$ cat config.mk
export PLATFORM = sky130hd
export DESIGN_NAME = bounded_list_append_get_remove_core
export DESIGN_NICKNAME = d
export VERILOG_FILES = /design/src/rtl/blagr_pkg.sv /design/src/rtl/bounded_list_append_get_remove_core.sv /design/src/rtl/blagr_cell.sv
export SDC_FILE = /design/constraint.sdc
export NUM_CORES = 1
export LEC_CHECK = 0
export BUFFER_PORTS_ARGS = -buffer_cell sky130_fd_sc_hd__buf_2
export CELL_PAD_IN_SITES_DETAIL_PLACEMENT = 0
export CELL_PAD_IN_SITES_GLOBAL_PLACEMENT = 2
export CORE_MARGIN = 3
export CORE_UTILIZATION = 50
export DETAILED_ROUTE_END_ITERATION = 10
export PLACE_DENSITY_LB_ADDON = 0.1
export SYNTH_ARGS = -nofsm -noshare
export SYNTH_HDL_FRONTEND = slang
export SYNTH_HIERARCHICAL = 1
export SYNTH_SLANG_ARGS = --single-unit
$ cat constraint.sdc
create_clock -name clk -period 7.1 [get_ports clk]
set_input_delay 0.71 -clock clk [delete_from_list [all_inputs] [get_ports clk]]
set_output_delay 0.71 -clock clk [all_outputs]
set_load 0.05 [all_outputs]
$ cat src/rtl/blagr_pkg.sv
// ----------------------------------------------------------------------------
// blagr_pkg
// Shared types and constants for the bounded list core: command and status
// codes, field widths and the command word broadcast to the list cells.
// ----------------------------------------------------------------------------
package blagr_pkg;

  localparam int CMD_W  = 2;
  localparam int IDX_W  = 4;
  localparam int STAT_W = 2;
  localparam int CNT_W  = 5;
  localparam int OUT_DW = 32;

  // count and capacity never exceed what a 5-bit field holds
  localparam int CNT_MAX = (1 << CNT_W) - 1;

  localparam logic [CNT_W-1:0] CAP_RESET = CNT_W'(16);

  // register indexes
  localparam int REG_CAPACITY = 0;

  typedef enum logic [CMD_W-1:0] {
    CMD_APPEND = 2'd0,
    CMD_READ   = 2'd1,
    CMD_REMOVE = 2'd2
  } cmd_t;

  typedef enum logic [STAT_W-1:0] {
    STAT_OK      = 2'd0,
    STAT_BAD     = 2'd1,
    STAT_MISSING = 2'd2
  } status_t;

  // command word seen by every cell
  typedef struct packed {
    logic append;   // store write data at the tail slot
    logic compare;  // capture the match flag against write data
    logic remove;   // cells at or above the hit slot take their neighbor's word
  } cell_cmd_t;

endpackage

$ cat src/rtl/bounded_list_append_get_remove_core.sv
// ----------------------------------------------------------------------------
// bounded_list_append_get_remove_core
// Ordered list of signed words held in a row of slot cells.
// ----------------------------------------------------------------------------
// Requests enter on in_valid/in_stall (command, value, index); each request
// gives exactly one result on out_valid/out_stall (status, read_value, count).
// Append and read finish in the accept cycle: the result is registered and
// shows in the cycle after accept, so these run at one request per cycle
// while the output is not stalled. For remove, every cell compares against
// the value in the accept cycle; in S_REMOVE, once the output is free, the
// core picks the last match and shifts the upper cells down by one. Input
// stays stalled until the shift is done, so no request overlaps a remove.
// Read is served from the first 16 slots. The single output register
// decouples the sides: a new request is taken while a result is waiting as
// long as the receiver is not stalling it. While out_stall holds, the result
// stays put and in_stall goes high. Capacity is written over the APB port
// (byte address 0) only while idle, which the user, not the block, enforces.
// Reset (rst_n low, synchronous) empties the list and sets capacity to 16;
// slot contents are not cleared, only slots below the count are visible.
// ----------------------------------------------------------------------------
module bounded_list_append_get_remove_core #(
  parameter int DEPTH      = 16,
  parameter int DATA_WIDTH = 32
) (
  input  logic                              clk,
  input  logic                              rst_n,
  // request channel
  input  logic                              in_valid,
  output logic                              in_stall,
  input  logic [blagr_pkg::CMD_W-1:0]       in_command,
  input  logic signed [31:0]                in_value,
  input  logic [blagr_pkg::IDX_W-1:0]       in_index,
  // result channel
  output logic                              out_valid,
  input  logic                              out_stall,
  output logic [blagr_pkg::STAT_W-1:0]      out_status,
  output logic signed [blagr_pkg::OUT_DW-1:0] out_read_value,
  output logic [blagr_pkg::CNT_W-1:0]       out_count,
  // configuration
  input  logic                              psel,
  input  logic                              penable,
  input  logic                              pwrite,
  input  logic [2:0]                        paddr,
  input  logic [31:0]                       pwdata,
  output logic [31:0]                       prdata,
  output logic                              pready
);
  import blagr_pkg::*;

  localparam int               RD_N      = 1 << IDX_W;
  localparam int               DEPTH_CAP = (DEPTH > CNT_MAX) ? CNT_MAX : DEPTH;
  localparam logic [CNT_W-1:0] DEPTH_LIM = CNT_W'(DEPTH_CAP);

  typedef enum logic [1:0] {
    S_IDLE   = 2'b01,
    S_REMOVE = 2'b10
  } state_t;

  state_t                   state_r, state_nxt;
  logic [CNT_W-1:0]         cap_r, cap_nxt;
  logic [CNT_W-1:0]         cnt_r, cnt_nxt;
  logic                     out_valid_r, out_valid_nxt;
  logic [STAT_W-1:0]        out_status_r, out_status_nxt;
  logic [OUT_DW-1:0]        out_rd_r, out_rd_nxt;
  logic [CNT_W-1:0]         out_cnt_r, out_cnt_nxt;

  logic                     accept;
  logic                     out_free;
  logic                     room;
  logic                     rd_ok;
  logic                     found;
  logic                     reg_sel;
  logic [DATA_WIDTH-1:0]    wdata;
  logic [DATA_WIDTH-1:0]    rd_sel;
  logic [DEPTH-1:0]         match_vec;
  logic [DEPTH-1:0]         later_hit;
  logic [DATA_WIDTH-1:0]    cell_data [DEPTH];
  logic [DATA_WIDTH-1:0]    rd_tbl    [RD_N];
  cell_cmd_t                cmd;

  assign out_free = !out_valid_r || !out_stall;
  assign in_stall = (state_r != S_IDLE) || !out_free;
  assign accept   = in_valid && !in_stall;

  assign wdata = DATA_WIDTH'($unsigned(in_value));
  assign room  = (cnt_r < cap_r) && (cnt_r < DEPTH_LIM);
  assign rd_ok = {1'b0, in_index} < cnt_r;
  assign found = |match_vec;

  assign cmd.append  = accept && (in_command == CMD_APPEND) && room;
  assign cmd.compare = accept && (in_command == CMD_REMOVE);
  assign cmd.remove  = (state_r == S_REMOVE) && out_free && found;

  // ---- slot cells ----
  for (genvar i = 0; i < DEPTH; i++) begin : g_cell
    logic [DATA_WIDTH-1:0] nbr;

    if (i == DEPTH - 1) begin : g_top
      assign nbr = cell_data[i];
    end else begin : g_mid
      assign nbr = cell_data[i+1];
    end

    // a match above this slot means the removed word sits higher up
    assign later_hit[i] = |(match_vec >> (i + 1));

    blagr_cell #(
      .DATA_WIDTH (DATA_WIDTH),
      .SLOT       (i)
    ) u_cell (
      .clk       (clk),
      .cmd       (cmd),
      .cnt       (cnt_r),
      .wdata     (wdata),
      .nbr_data  (nbr),
      .later_hit (later_hit[i]),
      .data_o    (cell_data[i]),
      .match_o   (match_vec[i])
    );
  end

  // read port covers the slots an index can reach
  for (genvar j = 0; j < RD_N; j++) begin : g_rd
    if (j < DEPTH) begin : g_hit
      assign rd_tbl[j] = cell_data[j];
    end else begin : g_none
      assign rd_tbl[j] = '0;
    end
  end

  assign rd_sel = rd_tbl[in_index];

  // ---- configuration ----
  assign reg_sel = (paddr[2] == 1'(REG_CAPACITY));
  assign pready  = 1'b1;
  assign prdata  = reg_sel ? 32'(cap_r) : '0;

  always_comb begin
    cap_nxt = cap_r;
    if (psel && penable && pwrite && reg_sel) begin
      cap_nxt = pwdata[CNT_W-1:0];
    end
  end

  // ---- request sequencing ----
  always_comb begin
    state_nxt      = state_r;
    cnt_nxt        = cnt_r;
    out_valid_nxt  = out_valid_r;
    out_status_nxt = out_status_r;
    out_rd_nxt     = out_rd_r;
    out_cnt_nxt    = out_cnt_r;

    if (out_valid_r && !out_stall) begin
      out_valid_nxt = 1'b0;
    end

    unique case (state_r)
      S_IDLE: begin
        if (accept) begin
          out_rd_nxt = '0;
          unique case (in_command)
            CMD_APPEND: begin
              out_valid_nxt = 1'b1;
              if (room) begin
                cnt_nxt        = CNT_W'(cnt_r + 1'b1);
                out_status_nxt = STAT_OK;
              end else begin
                out_status_nxt = STAT_BAD;
              end
              out_cnt_nxt = room ? CNT_W'(cnt_r + 1'b1) : cnt_r;
            end
            CMD_READ: begin
              out_valid_nxt = 1'b1;
              out_cnt_nxt   = cnt_r;
              if (rd_ok) begin
                out_status_nxt = STAT_OK;
                out_rd_nxt     = OUT_DW'(signed'(rd_sel));
              end else begin
                out_status_nxt = STAT_BAD;
              end
            end
            CMD_REMOVE: begin
              state_nxt = S_REMOVE;
            end
            default: begin
              out_valid_nxt  = 1'b1;
              out_status_nxt = STAT_BAD;
              out_cnt_nxt    = cnt_r;
            end
          endcase
        end
      end
      S_REMOVE: begin
        if (out_free) begin
          state_nxt     = S_IDLE;
          out_valid_nxt = 1'b1;
          out_rd_nxt    = '0;
          if (found) begin
            cnt_nxt        = CNT_W'(cnt_r - 1'b1);
            out_status_nxt = STAT_OK;
            out_cnt_nxt    = CNT_W'(cnt_r - 1'b1);
          end else begin
            out_status_nxt = STAT_MISSING;
            out_cnt_nxt    = cnt_r;
          end
        end
      end
      default: begin
        state_nxt = S_IDLE;
      end
    endcase
  end

  always_ff @(posedge clk) begin
    if (!rst_n) begin
      state_r     <= S_IDLE;
      cap_r       <= CAP_RESET;
      cnt_r       <= '0;
      out_valid_r <= 1'b0;
    end else begin
      state_r     <= state_nxt;
      cap_r       <= cap_nxt;
      cnt_r       <= cnt_nxt;
      out_valid_r <= out_valid_nxt;
    end
  end

  always_ff @(posedge clk) begin
    out_status_r <= out_status_nxt;
    out_rd_r     <= out_rd_nxt;
    out_cnt_r    <= out_cnt_nxt;
  end

  assign out_valid      = out_valid_r;
  assign out_status     = out_status_r;
  assign out_read_value = signed'(out_rd_r);
  assign out_count      = out_cnt_r;

endmodule

$ cat src/rtl/blagr_cell.sv
// ----------------------------------------------------------------------------
// blagr_cell
// One list slot: holds a word, writes it on append at the tail, flags a
// match on compare and takes the upper neighbor's word on remove.
// ----------------------------------------------------------------------------
module blagr_cell #(
  parameter int DATA_WIDTH = 32,
  parameter int SLOT       = 0
) (
  input  logic                     clk,
  input  blagr_pkg::cell_cmd_t     cmd,
  input  logic [blagr_pkg::CNT_W-1:0] cnt,
  input  logic [DATA_WIDTH-1:0]    wdata,
  input  logic [DATA_WIDTH-1:0]    nbr_data,
  input  logic                     later_hit,
  output logic [DATA_WIDTH-1:0]    data_o,
  output logic                     match_o
);
  import blagr_pkg::*;

  // slots past the largest possible count are never filled
  localparam bit               REACH = (SLOT < CNT_MAX);
  localparam logic [CNT_W-1:0] POS   = REACH ? CNT_W'(SLOT) : '0;

  logic [DATA_WIDTH-1:0] data_r;
  logic [DATA_WIDTH-1:0] data_nxt;
  logic                  match_r;
  logic                  match_nxt;
  logic                  at_tail;
  logic                  in_use;

  assign at_tail = REACH && (cnt == POS);
  assign in_use  = REACH && (POS < cnt);

  always_comb begin
    data_nxt  = data_r;
    match_nxt = match_r;
    if (cmd.append && at_tail) begin
      data_nxt = wdata;
    end
    if (cmd.remove && !later_hit) begin
      data_nxt = nbr_data;
    end
    if (cmd.compare) begin
      match_nxt = in_use && (data_r == wdata);
    end
  end

  always_ff @(posedge clk) begin
    data_r  <= data_nxt;
    match_r <= match_nxt;
  end

  assign data_o  = data_r;
  assign match_o = match_r;

endmodule
[Word-level counts from Yosys, hierarchy flattened]
Cells that the tools add are included.
W data, S select, Z words.
Storage, ports and cells
  memories: 0
  input bits: 80
  latch bits: 0
  output and inout port bits: 74
  memory bits (writable): 0
  ROM bits: 0
  register bits after elaboration: 580
  word-level logic and storage cells: 286
Operators by class
  div/mod/pow operators: 0
  multipliers: 0
  bitwise operators: 3
  shifts and indexed selects: 0
  mux-type cells: 64
  add/subtract/negate cells: 2
  magnitude comparators: 20
  reductions and logical operators: 117
  equality and inequality tests: 41
Operator list (count)
  $mux W32: 36
  $eq A32 B32 Y1: 16
  $bmux W32 S4: 1
  $pmux W32 S2: 1
  $logic_and A1 B1 Y1: 58
  $eq A5 B4 Y1 const B: 8
  $lt A4 B5 Y1 const A: 8
  $mux W5: 7
  $reduce_bool A2 Y1: 16
  $pmux W5 S2: 3
  $eq A5 B3 Y1 const B: 4
  $lt A3 B5 Y1 const A: 4
  $logic_not A1 Y1: 19
  $reduce_or A16 Y1: 1
  $reduce_or A15 Y1: 1
  $reduce_or A14 Y1: 1
  $reduce_or A13 Y1: 1
  $mux W2: 6
  $reduce_or A12 Y1: 1
  $reduce_or A11 Y1: 1
  $eq A5 B2 Y1 const B: 2
  $lt A1 B5 Y1 const A: 2
  $lt A2 B5 Y1 const A: 2
  $ne A2 B2 Y1 const B: 5
  other kinds (31): 43

[Depth between registers and ports, before layout]
  depth after elaboration: 11
  mapped depth: 10
  depth with buffers taken out: 9

[Hierarchy]
The synthesis kept the hierarchy.
By module, submodules not included
  bounded_list_append_get_remove_core: instances 1, cells an instance 469, area an instance 6625.1 um2
  blagr_cell at g_cell[12].u_cell ...: instances 2, cells an instance 118, area an instance 1784.2 um2
  blagr_cell at g_cell[1].u_cell ...: instances 2, cells an instance 116, area an instance 1767.9 um2
  blagr_cell at g_cell[13].u_cell ...: instances 2, cells an instance 117, area an instance 1761.7 um2
  blagr_cell at g_cell[8].u_cell: instances 1, cells an instance 118, area an instance 1786.7 um2
  blagr_cell at g_cell[11].u_cell: instances 1, cells an instance 117, area an instance 1781.7 um2
  blagr_cell at g_cell[0].u_cell: instances 1, cells an instance 116, area an instance 1779.2 um2
  blagr_cell at g_cell[9].u_cell: instances 1, cells an instance 119, area an instance 1778.0 um2
  blagr_cell at g_cell[15].u_cell: instances 1, cells an instance 116, area an instance 1770.4 um2
  blagr_cell at g_cell[10].u_cell: instances 1, cells an instance 117, area an instance 1767.9 um2
  blagr_cell at g_cell[14].u_cell: instances 1, cells an instance 116, area an instance 1766.7 um2
  blagr_cell at g_cell[6].u_cell: instances 1, cells an instance 116, area an instance 1764.2 um2
  blagr_cell at g_cell[2].u_cell: instances 1, cells an instance 117, area an instance 1756.7 um2
  blagr_cell at g_cell[7].u_cell: instances 1, cells an instance 117, area an instance 1752.9 um2

[Least setup slack after synthesis]
OpenSTA, ideal clock, no wires.
  path type: register to register
  start point: register cnt_r[4]
  end point: register g_cell[8].u_cell.data_r[0], enable pin
  setup slack: 2323 ps
  clock period less this slack: 4777 ps
  arrival time: 4349 ps
  setup time: 428 ps
  cell stages (with the launch flop): 8
  cell sequence: dfxtp_1 > ha_1 > a211o_1 > nor3_1 > o21ai_0 > nor3_1 > inv_1 > o21bai_1
RTL lines
  start, declared: RTL line bounded_list_append_get_remove_core.sv:61  | logic [CNT_W-1:0] cnt_r, cnt_nxt;
  start signal, assigned: RTL line bounded_list_append_get_remove_core.sv:224  | cnt_r <= cnt_nxt;
  end signal, assigned: RTL line blagr_cell.sv:50  | data_r <= data_nxt;
  end, declared: RTL line blagr_cell.sv:25  | logic [DATA_WIDTH-1:0] data_r;

[Final worst setup path]
  start point: register g_cell[15].u_cell.match_r
  end point: register g_cell[6].u_cell.data_r[9], enable pin
Between the ends
  word-level cells in the longest chain between the ends: 4
RTL lines
  start, declared: RTL line blagr_cell.sv:27  | logic match_r;
  start signal, assigned: RTL line blagr_cell.sv:51  | match_r <= match_nxt;
  $reduce_or A9 Y1: RTL line bounded_list_append_get_remove_core.sv:105  | assign later_hit[i] = |(match_vec >> (i + 1));
  net later_hit[6]: RTL line bounded_list_append_get_remove_core.sv:76  | logic [DEPTH-1:0] later_hit;
  $logic_not A1 Y1: RTL line blagr_cell.sv:41  | if (cmd.remove && !later_hit) begin
  $logic_and A1 B1 Y1: RTL line blagr_cell.sv:41
  $reduce_bool A2 Y1 (no source line)
  end signal, assigned: RTL line blagr_cell.sv:50
  end, declared: RTL line blagr_cell.sv:25
The timed path passes the listed nets, and every way through them passes these cells.
A chain may end at the register's enable or synchronous reset.

==> metrics.txt <==
outcome finished, final reports clean; DR vias/cell 6.397; leading area contributor after synthesis edfxtp_1; CORE AREA 68950 um^2; vias in the first global route 21998; Worst-Margin Slew 1175 ps; ANT nets after route 0; FILL cells 5738; GP Congestion 0.9244; CTS root buffer clkbuf_16; min-delay src pwdata[4]; Design Power 8.149 mW; crit path capture type flip-flop; DRC viols 0; data arrival time of the worst path 4250 ps; clk sinks 580; post-synthesis mux area share 0.2703; top cells by area, synth edfxtp_1, mux2_2, xor2_1; CP Max Fanout 33; IO Port Bufs 96; FF-to-FF Start g_cell[15].u_cell/match_o$_DFFE_PP_; 1st-pass router iterations 8; Unique masters post-synth 64; PwrDens 211.6 nW/um^2; Clock Pin Slew Worst Setup and Hold Paths 60 ps; share of layout cells above drive strength 1 0.3848; Clk Latency, worst-skew pair 610 ps; Die Y 270.4 um; hpwl dp 87380 um; wire length per cell 34.45 um; CP Class flip-flop to flip-flop; clock tree buffer depth 3; Die W 270.4 um; initial antenna violation count 9; Post-Synthesis Cell Area 34960 um^2; routed vias 21961; Initial Util 0.5070; max-slew violation count 0; largest net degree at the start of global routing 72; Hold Buf Count CTS 0; Lkg Pwr 12.62 nW; clock skew 16.12 ps; Crit. Startpoint g_cell[15].u_cell/match_o$_DFFE_PP_; CTS buffer count 68; Crit path required time 7330 ps; H-tree Lvls 3; first-pass GRT wire length 166700 um; Worst R2R Path Depth 6; Top FF cell, synth edfxtp_1; CTS tree done; Post-Synth Adder-Cell Area 0.003937; maxcap violations 0; site row count 96; top-area cell type share of the netlist area 0.4871; Peak supply drop 207.1 uV; Compound-Gate Fraction of Synth Area 0.01496; Setup TNS 0 ps; #FFs+latches synth 580; Max Freq 248.7 MHz; post-cts repair resize count 0; Post-Synthesis Cells 2340; GRT Overall Usage 0.3197; main combinational cell family by area after synthesis multiplexers; Tmin final 4020 ps; worst hold path cell count 3; Layout Nets 2539; xor/xnor share of the synthesized area 0.1283; DIE AREA 73120 um^2; Post-Synth Simple-Gate Area 0.06163; I/O pin cnt 154; Final Cycle Share 0.5662; DRT iter0 DRCs 2524; Routed WL 118300 um; slew margin rel. 0.2150; Post-synth EDFFs 567; Post-CTS Setup Bufs 0; asr flop ratio synth 0; Critical Path Start Type flip-flop; yosys synthesis warning count 6; Post-Syn Area per Cell 14.94 um^2; Final Hold Vio Count 0; part of the Yosys area used for sequential elements 0.4945; worst hold path class primary input to flip-flop; Final setup viols 0; Layout area overhead 10.18%; RSZ-0062 raised after global routing no; final global-route overflow total 0
==> worst max-delay path, stage by stage, from the launching register on <==
cell and delay, ps:
edfxtp_1 470, or4_4 610, or3_1 400, or2_1 280
or3_1 370, nor2b_4 730, a31o_2 760
==> placed cells by master (no fill, tap or decap), drive strengths merged, types with 6 or more instances in the layout <==
master and n:
xor2 444, nand3 25, ha 11, a31o 8
nand2 24, xnor2 68, clkinv 35, nor2b 58
mux2i 8, nor2 17, o21ai 13, buf 145
a41o 7, or4 6, nor4 117, inv 24
mux4 160, clkbuf 77, nor3 22, a21oi 9
edfxtp 567, conb 29, nand4 33, dfxtp 13
mux2 512
==> final cells by class <==
type                    instances  area [um^2]  area share
inverters                      20        75.07    0.001949
well taps                     931         1165     0.03025
diodes                          2        5.005   0.0001299
clock inverters                45        319.1    0.008284
repair buffers                145        864.6     0.02245
multi-input cells            1633        17020      0.4419
clock buffers                  77         1778     0.04616
flip-flops and latches        580        17290      0.4488
==> path summary, 6_finish.rpt <==
check,to,slack (ps)
min reg2reg,state_r[1]$_SDFFE_PN0P_,480
max reg2reg,g_cell[6].u_cell/data_o[9]$_DFFE_PP_,3080
min,cap_r[4]$_SDFFE_PN1P_,350
max,g_cell[6].u_cell/data_o[9]$_DFFE_PP_,3080
==> flip-flops by register name, summed over array words and instances, names as in the netlist <==
name	count
out_valid	1
out_count	5
out_status	2
cnt_r	5
state_r	2
g_cell.u_cell/data_o	512
cap_r	5
out_read_value	32
g_cell.u_cell/match_o	16
==> per-stage QoR <==
step / hold slack, ps / worst slack, ps / std cells / cell area, um^2 / utilization
6_report: 350.8 / 3080 / 3433 / 38510 / 0.5586
5_1_grt: 352.3 / 2915 / 3432 / 38510 / 0.5586
4_1_cts: 321.8 / 3078 / 3431 / 38510 / 0.5585
3_5_place_dp: 476.3 / 3064 / 3309 / 36410 / 0.5281
3_3_place_gp: 463.0 / 3112 / 3309 / 36410 / 0.5281
2_1_floorplan: 453.3 / 2323 / 2367 / 35060 / -
==> cells by family after synthesis <==
| family | Yosys count |
|---|---|
| other | 2 |
| AOI/OAI and AO/OA | 69 |
| buffers and inverters | 154 |
| DFF | 580 |
| xor gates and xnor gates | 512 |
| adders and majority gates | 11 |
| muxes | 680 |
| and+or+nand+nor | 332 |
==> Yosys cell counts, types with 16 or more instances <==
master,number
nand2_1,24
inv_1,19
clkbuf_1,26
nor4_1,91
buf_2,50
nor2_1,16
buf_6,18
mux2_2,499
edfxtp_1,567
nand3_1,25
nor4_2,26
mux4_2,160
xor2_1,444
buf_4,37
xnor2_1,68
nor2b_1,58
nand4_1,33
nor3_1,17
==> per-layer routing <==
layer,track usage,vias to the layer above,wire length [um]
li1,-,9310,-
met1,0.4481,11435,49930
met2,0.4953,1027,54400
met3,0.03846,189,7366
met4,0.1601,0,6592
met5,0,-,0
==> report_power, final <==
group | internal, mW | total, mW | switching [mW] | leakage [nW]
clock network | 1.94 | 3.41 | 1.47 | 1.02
registers | 3.79 | 3.81 | 0.0176 | 5.24
logic | 0.336 | 0.931 | 0.594 | 6.37
total | 6.07 | 8.15 | 2.08 | 12.6
Note: power is estimated with default switching activity, not from simulation.
